$ cat config.mk
export PLATFORM = sky130hd
export DESIGN_NAME = ei_front
export DESIGN_NICKNAME = d
export VERILOG_FILES = /design/src/sv/ei_pkg.sv /design/src/sv/ei_front.sv
export VERILOG_INCLUDE_DIRS = /design/src /design/src/sv
export SDC_FILE = /design/constraint.sdc
export NUM_CORES = 1
export LEC_CHECK = 0
export BUFFER_PORTS_ARGS = -buffer_cell sky130_fd_sc_hd__buf_2
export CELL_PAD_IN_SITES_DETAIL_PLACEMENT = 0
export CELL_PAD_IN_SITES_GLOBAL_PLACEMENT = 1
export CORE_UTILIZATION = 35
export CTS_BUF_LIST = sky130_fd_sc_hd__clkbuf_4 sky130_fd_sc_hd__clkbuf_8 sky130_fd_sc_hd__clkbuf_16
export DETAILED_ROUTE_END_ITERATION = 12
export PLACE_DENSITY_LB_ADDON = 0.1
export REMOVE_ABC_BUFFERS = 1
export SYNTH_ARGS = -nofsm -noshare
export SYNTH_HDL_FRONTEND = slang
export SYNTH_SLANG_ARGS = --single-unit
$ cat constraint.sdc
create_clock -name clock -period 2.64 [get_ports clock]
set_clock_uncertainty 0.2 [all_clocks]
set_input_delay 0.396 -clock clock [delete_from_list [all_inputs] [get_ports clock]]
set_output_delay 0.396 -clock clock [all_outputs]
set_load 0.02 [all_outputs]
$ cat src/sv/easing_interpolator_macros.svh
// Assertion macros for the easing interpolator.
`ifndef EASING_INTERPOLATOR_MACROS_SVH
`define EASING_INTERPOLATOR_MACROS_SVH
`ifndef SYNTH
`define EI_ASSERT_IMP(label, clk, rst, ante, cons) \
   label: assert property (@(posedge clk) disable iff (rst) (ante) |-> (cons)) \
      else $error("assertion failed");
`define EI_ASSERT_NEXT(label, clk, rst, ante, cons) \
   label: assert property (@(posedge clk) disable iff (rst) (ante) |=> (cons)) \
      else $error("assertion failed");
`else
`define EI_ASSERT_IMP(label, clk, rst, ante, cons)
`define EI_ASSERT_NEXT(label, clk, rst, ante, cons)
`endif
`endif

$ cat src/sv/ei_pkg.sv
// ----------------------------------------------------------------------------
// ei_pkg
// Types and constants shared by the easing interpolator modules.
// ----------------------------------------------------------------------------
`default_nettype none
package ei_pkg;
   localparam int QDEPTH = 4;
   localparam int QAW    = 2;
   localparam int QW     = 32;
   localparam int STAGES = 4;

   typedef enum logic [2:0] {
      CMD_LINEAR = 3'd0,
      CMD_IN2    = 3'd1,
      CMD_IN3    = 3'd2,
      CMD_IN4    = 3'd3,
      CMD_OUT2   = 3'd4,
      CMD_OUT3   = 3'd5,
      CMD_ZERO6  = 3'd6,
      CMD_ZERO7  = 3'd7
   } cmd_type;

   typedef enum logic [1:0] {
      OP_DIRECT = 2'd0,   // result is base, num/den forced to 0/1
      OP_IN     = 2'd1,   // base + num/den
      OP_OUT    = 2'd2    // base - num/den
   } op_type;

   // classified request handed from the front to the back
   typedef struct packed {
      op_type      op;
      logic [31:0] base;
      logic [31:0] diff;
      logic [8:0]  t;      // signed: remaining steps go negative past the end
      logic [7:0]  n;
      logic [1:0]  extra;  // power minus one
   } item_type;
endpackage
`default_nettype wire

$ cat src/sv/ei_front.sv
// ----------------------------------------------------------------------------
// ei_front
// Accept requests, classify the curve and queue the work for the back end.
// ----------------------------------------------------------------------------
`default_nettype none
`include "easing_interpolator_macros.svh"
module ei_front import ei_pkg::*; (
   input  wire logic         clock,
   input  wire logic         reset,
   input  wire logic         req_valid,
   input  wire logic [2:0]   req_cmd,
   input  wire logic [15:0]  req_start_value,
   input  wire logic [15:0]  req_end_value,
   input  wire logic [7:0]   req_step,
   input  wire logic [7:0]   req_step_count,
   input  wire logic         pop,
   output item_type          head,
   output logic              head_valid,
   output logic              full
);
   item_type            mem_ff [QDEPTH];
   logic [QAW:0]        wp_ff, wp_in, rp_ff, rp_in;
   item_type            it;
   logic [31:0]         from_w, to_w;
   logic                push;

   always_comb begin
      from_w = {{16{req_start_value[15]}}, req_start_value};
      to_w   = {{16{req_end_value[15]}}, req_end_value};
      it.base  = from_w;
      it.diff  = to_w - from_w;
      it.t     = {1'b0, req_step};
      it.n     = req_step_count;
      it.op    = OP_DIRECT;
      it.extra = 2'd0;
      if (req_step_count == 8'd0) begin
         it.base = to_w;
      end else begin
         case (cmd_type'(req_cmd))
            CMD_LINEAR: begin it.op = OP_IN; it.extra = 2'd0; end
            CMD_IN2:    begin it.op = OP_IN; it.extra = 2'd1; end
            CMD_IN3:    begin it.op = OP_IN; it.extra = 2'd2; end
            CMD_IN4:    begin it.op = OP_IN; it.extra = 2'd3; end
            CMD_OUT2: begin
               it.op = OP_OUT; it.extra = 2'd1; it.base = to_w;
               it.t = {1'b0, req_step_count} - {1'b0, req_step};
            end
            CMD_OUT3: begin
               it.op = OP_OUT; it.extra = 2'd2; it.base = to_w;
               it.t = {1'b0, req_step_count} - {1'b0, req_step};
            end
            default: it.base = 32'd0;
         endcase
      end
   end

   assign push       = req_valid && !full;
   assign full       = (wp_ff[QAW] != rp_ff[QAW]) && (wp_ff[QAW-1:0] == rp_ff[QAW-1:0]);
   assign head_valid = wp_ff != rp_ff;
   assign head       = mem_ff[rp_ff[QAW-1:0]];
   assign wp_in      = push ? wp_ff + 1'b1 : wp_ff;
   assign rp_in      = pop ? rp_ff + 1'b1 : rp_ff;

   always_ff @(posedge clock) begin
      if (reset) begin
         wp_ff <= '0;
         rp_ff <= '0;
      end else begin
         wp_ff <= wp_in;
         rp_ff <= rp_in;
      end
   end

   always_ff @(posedge clock) begin
      if (push) mem_ff[wp_ff[QAW-1:0]] <= it;
   end

   `EI_ASSERT_IMP(a_no_pop_empty, clock, reset, pop, head_valid)
   `EI_ASSERT_NEXT(a_push_nonempty, clock, reset, push && !pop, head_valid)
   `EI_ASSERT_IMP(a_full_valid, clock, reset, full, head_valid)
endmodule
`default_nettype wire

## Word-level counts from Yosys, hierarchy flattened

Memory sizes are Yosys's and may differ from the RTL's. A register that Yosys moved wholly into a read port is not among the register bits.
Cells that the tools add are included.

| word-level totals | value |
|---|---|
| flip-flop bits (word level) | 6 |
| RAM bits | 340 |
| output and inout bits | 87 |
| memories | 1 |

| cells by class | value |
|---|---|
| $add $sub $neg | 4 |
| equality and inequality tests | 8 |
| multiplexer cells | 12 |
| reductions and logical operators | 9 |

Memories:

| memory | depth | bits a word | read ports | clocked after Yosys merged registers in | wr ports | line | RTL |
|---|---|---|---|---|---|---|---|
| mem_ff | 4 | 85 | 1 | 1 | 1 | ei_front.sv:21 | `item_type mem_ff [QDEPTH];` |

Operators with widths:

| operator | number |
|---|---|
| $pmux W32 S2 | 1 |
| $mux W32 | 1 |
| $mux W9 | 2 |
| $sub A16 B16 Y17 | 1 |
| $sub A8 B8 Y9 | 1 |
| $logic_not A8 Y1 | 1 |
| $mux W2 | 4 |
| $add A3 B1 Y3 const B | 2 |
| $eq A3 B2 Y1 const B | 2 |
| $eq A3 B3 Y1 const B | 2 |
| $pmux W2 S3 | 1 |
| $reduce_or A2 Y1 | 3 |
| $pmux W2 S2 | 1 |
| $reduce_or A4 Y1 | 1 |
| $eq A3 B1 Y1 const B | 1 |
| $logic_not A3 Y1 | 1 |
| $ne A3 B3 Y1 | 1 |
| $eq A2 B2 Y1 | 1 |
| $logic_and A1 B1 Y1 | 2 |
| $mux W1 | 2 |
| $logic_not A1 Y1 | 1 |
| $ne A1 B1 Y1 | 1 |

## Longest topological paths before layout

| logic depth | value |
|---|---|
| depth in word-level cells | 6 |
| depth in mapped cells | 9 |

## Worst setup path after synthesis

Ideal clock, no wire load.

| timing | value |
|---|---|
| path kind | reg2reg |
| start | register wp_ff[0] |
| end | memory mem_ff[3][0] in the netlist's numbering, enable pin |
| setup time | 0.419 ns |
| arrival time | 2.186 ns |
| data required time | 2.021 ns |
| slack | -0.165 ns |
| stages on the path, launching flop included | 4 |
| buffers on the path | 0 |
| clock period less this slack | 2.805 ns |
| cells stage by stage | dfxtp_1 -> xnor2_1 -> a31oi_2 -> and2_1 |

| between the ends | value |
|---|---|
| longest elaborated chain between the ends | 6 |

RTL lines:

| item | line | RTL |
|---|---|---|
| from (decl) | ei_front.sv:22 | `logic [QAW:0] wp_ff, wp_in, rp_ff, rp_in;` |
| from (signal assigned) | ei_front.sv:69 | `wp_ff <= wp_in;` |
| $eq A2 B2 Y1 | ei_front.sv:58 | `assign full = (wp_ff[QAW] != rp_ff[QAW]) && (wp_ff[QAW-1:0] == rp_ff[QAW-1:0]);` |
| $logic_and A1 B1 Y1 | ei_front.sv:58 |  |
| $logic_not A1 Y1 | ei_front.sv:57 | `assign push = req_valid && !full;` |
| $logic_and A1 B1 Y1 | ei_front.sv:57 |  |
| $mux W1 | ei_front.sv:75 | `if (push) mem_ff[wp_ff[QAW-1:0]] <= it;` |
| $mux W1 (implied by the code) | ei_front.sv:75 |  |
| to (decl) | ei_front.sv:21 |  |

Several ways; a longest one is shown, not always the timed one.

==> results.sh <==
export IMPL_syn_area_um2=10000
export IMPL_ios=142
export IMPL_min_period_ns=2.56
export IMPL_final_area_um2=12300
export IMPL_place_area_um2=11200
export IMPL_htree_levels=1
export IMPL_routed_wl_met3_um=1280
export IMPL_ys_warn_count=0
export IMPL_yosys_top_cells_area="edfxtp_1, mux4_2, ha_1"
export IMPL_fin_util_pct=43.8
export IMPL_cp_required_ns=2.04
export IMPL_drt_pass1_iter_count=4
export IMPL_grt_usage_pct=15.6
export IMPL_core_area_um2=28000
export IMPL_power_density_nw_per_um2=752
export IMPL_r2r_cells=4
export IMPL_synthCells=587
export IMPL_finalHoldViolations=0
export IMPL_setup_viol=0
export IMPL_cts_made_buffers=26
export IMPL_drt_wirelength_per_cell_um=19.7
export IMPL_grt_ovfl_total=0
export IMPL_cts_sinks=224
export IMPL_antenna_found_initial=0
export IMPL_grt_pass1_wl_um=33900
export IMPL_m1WireLength_um=9570
export IMPL_synth_ff_type="edfxtp_1"
export IMPL_maxSlewHeadroom_pct=59.0
export IMPL_start_util_pct=35.8
export IMPL_startpoint_type="flip-flop"
export IMPL_rows=61
export IMPL_critical_path_arrival_ns=1.96
export IMPL_hold_class="input pin to flip-flop"
export IMPL_grt_pass1_vias=5937
export IMPL_worstHoldStart="req_end_value[2]"
export IMPL_cts_buffer_depth=3
export IMPL_slowest_delay_ns=0.52
export IMPL_p_total_mw=9.23
export IMPL_ff2ff_setup_slack_ns=0.44
export IMPL_portBuffers=141
export IMPL_layout_commonest_cell="edfxtp_1"
export IMPL_worstPathCellList="buf_12, buf_16, mux4_2, buf_2"
export IMPL_cp_slowest_cell="mux4_2"
export IMPL_synth_yosys_seq_area_share_pct=66.3
export IMPL_leakagePower_nw=4.52
export IMPL_async_flop_share_pct=0
export IMPL_clk_latency_ns=0.52
export IMPL_rsz0062_at_grt="yes"
export IMPL_finalSetupTns_ns=0
export IMPL_critPathKind="flip-flop to primary output"
export IMPL_wl_um=22600
export IMPL_area_delta_synth_final_pct=22.4
export IMPL_yosys_area_top_type="edfxtp_1"
export IMPL_grt_max_degree=55
export IMPL_maxSlewViolCount=0
export IMPL_rr_endpoint="mem_ff[1][32]"
export IMPL_synth_edf_count=216
export IMPL_place_gp_congestion=0.749
export IMPL_fin_crit_sh_pct=97.0
export IMPL_die_w_um=171
export IMPL_holdPathEnd="mem_ff[3][53]"
export IMPL_max_freq_mhz=391
export IMPL_synth_top_cell_area_share_pct=64.7
export IMPL_fin_nets=839
export IMPL_die_h_um=171
export IMPL_synth_area_per_cell_um2=17.1
export IMPL_root_buffer="clkbuf_16"
export IMPL_tritoncts="done"
export IMPL_worstSetupEndpointType="primary output"
export IMPL_drc=0
export IMPL_final_cell_mix="edfxtp_1, buf_2, mux4_2"
export IMPL_drv_cap=0
export IMPL_antenna_cells=0
export IMPL_tightest_slew_ns=0.609
export IMPL_r2r_start="wp_ff[0]"
export IMPL_final_antenna_net_count=0
export IMPL_hold_path_depth=2
export IMPL_die_area_um2=29300
export IMPL_cp_max_fo=19
export IMPL_synth_ff_latch_count=224
export IMPL_vias=5618
export IMPL_maxUsedRoutingLayer="met4"
export IMPL_met2_length_um=11300
export IMPL_viasPerCell=4.90
export IMPL_max_vdd_ir_drop_mv=0.401
export IMPL_drt_iter0_drc=289
export IMPL_drive_gt1_share_pct=38.6
export IMPL_path_clk_slew_ns=0.06
export IMPL_dp_hpwl_um=14600
export IMPL_synth_cell_types=57
export IMPL_run_status="complete, no violations"
[synth_stat cells, types with 10 or more instances]
cell type / count
inv_1: 37
xnor2_1: 11
a22o_1: 10
mux4_2: 54
nand2_1: 18
o21ai_0: 15
edfxtp_1: 216
a21oi_1: 16
buf_4: 32
ha_1: 29
nor2_1: 23
[worst max-delay path by stage]
stage          cells after the start  slack [ns]         startpoint            end
2_1_floorplan                      1       -1.99          flip-flop       head[66]
3_3_place_gp                      11       -0.13  req_step_count[0]  mem_ff[2][18]
3_5_place_dp                      10       -0.14   req_end_value[0]  mem_ff[1][31]
6_report                           4        0.08          flip-flop       head[10]
4_1_cts                            3       -0.04          flip-flop       head[33]
5_1_grt                            4      -0.004          flip-flop        head[4]
[area by class of cell]
class,count,area [um^2]
fillers,2521,15700
flip-flops and latches,224,6650
multi-input cells,276,2920
repair buffers,187,1300
clock buffers,31,688
well taps,378,473
inverters,38,143
clock inverters,13,100
[routing by layer]
layer | up-vias | track usage, %
met2 | 135 | 27.1
met1 | 2828 | 19.9
met4 | 0 | 4.35
li1 | 2622 | -
met5 | - | 0
met3 | 33 | 2.90
[worst max-delay path: cells and delay by family (launching register included)]
kind | cells | cell delay (ns)
buf+inv | 3 | 0.51
flops | 1 | 0.40
mux | 1 | 0.52
[per-stage QoR]
step           worst slack [ns]  hold WS (ns)  cells
6_report                 0.0804        0.0439   1147
5_1_grt                -0.00394        0.0216   1147
4_1_cts                 -0.0401        0.0112   1141
3_5_place_dp             -0.136         0.341   1084
3_3_place_gp             -0.126         0.318   1084
2_1_floorplan             -1.99         0.268    538
[power by group]
group          switching (mW)  internal [mW]  leakage, nW
logic                    1.03          0.691         2.06
registers              0.0522           4.19         2.06
clock network            1.33           1.94        0.396
[registers in the layout, summed over array words and instances, names as in the netlist, named ones only]
signal and flops:
wp_ff 3, mem_ff 216, rp_ff 3
[cells by family after synthesis]
| kind of cell | count (synthesis) | share of synthesized area (%) |
|---|---|---|
| DFF | 224 | 66.3 |
| AOI/OAI and AO/OA | 91 | 6.95 |
| buffers and inverters | 87 | 4.78 |
| and+or+nand+nor | 79 | 3.98 |
| muxes | 57 | 12.4 |
| adders and majority gates | 31 | 4.02 |
| xor gates and xnor gates | 18 | 1.57 |
[repair_timing]
item                                    in CTS  in global routing
endpoints found under the hold margin       48                  0
pin swaps                                    0                  1
resized for setup                            6                 12
endpoints found under the setup margin      38                 40
buffers inserted                             0                  4
gates cloned                                 1                  2
hold buffers                                12                  0
Power figures use the tool's default switching activity.
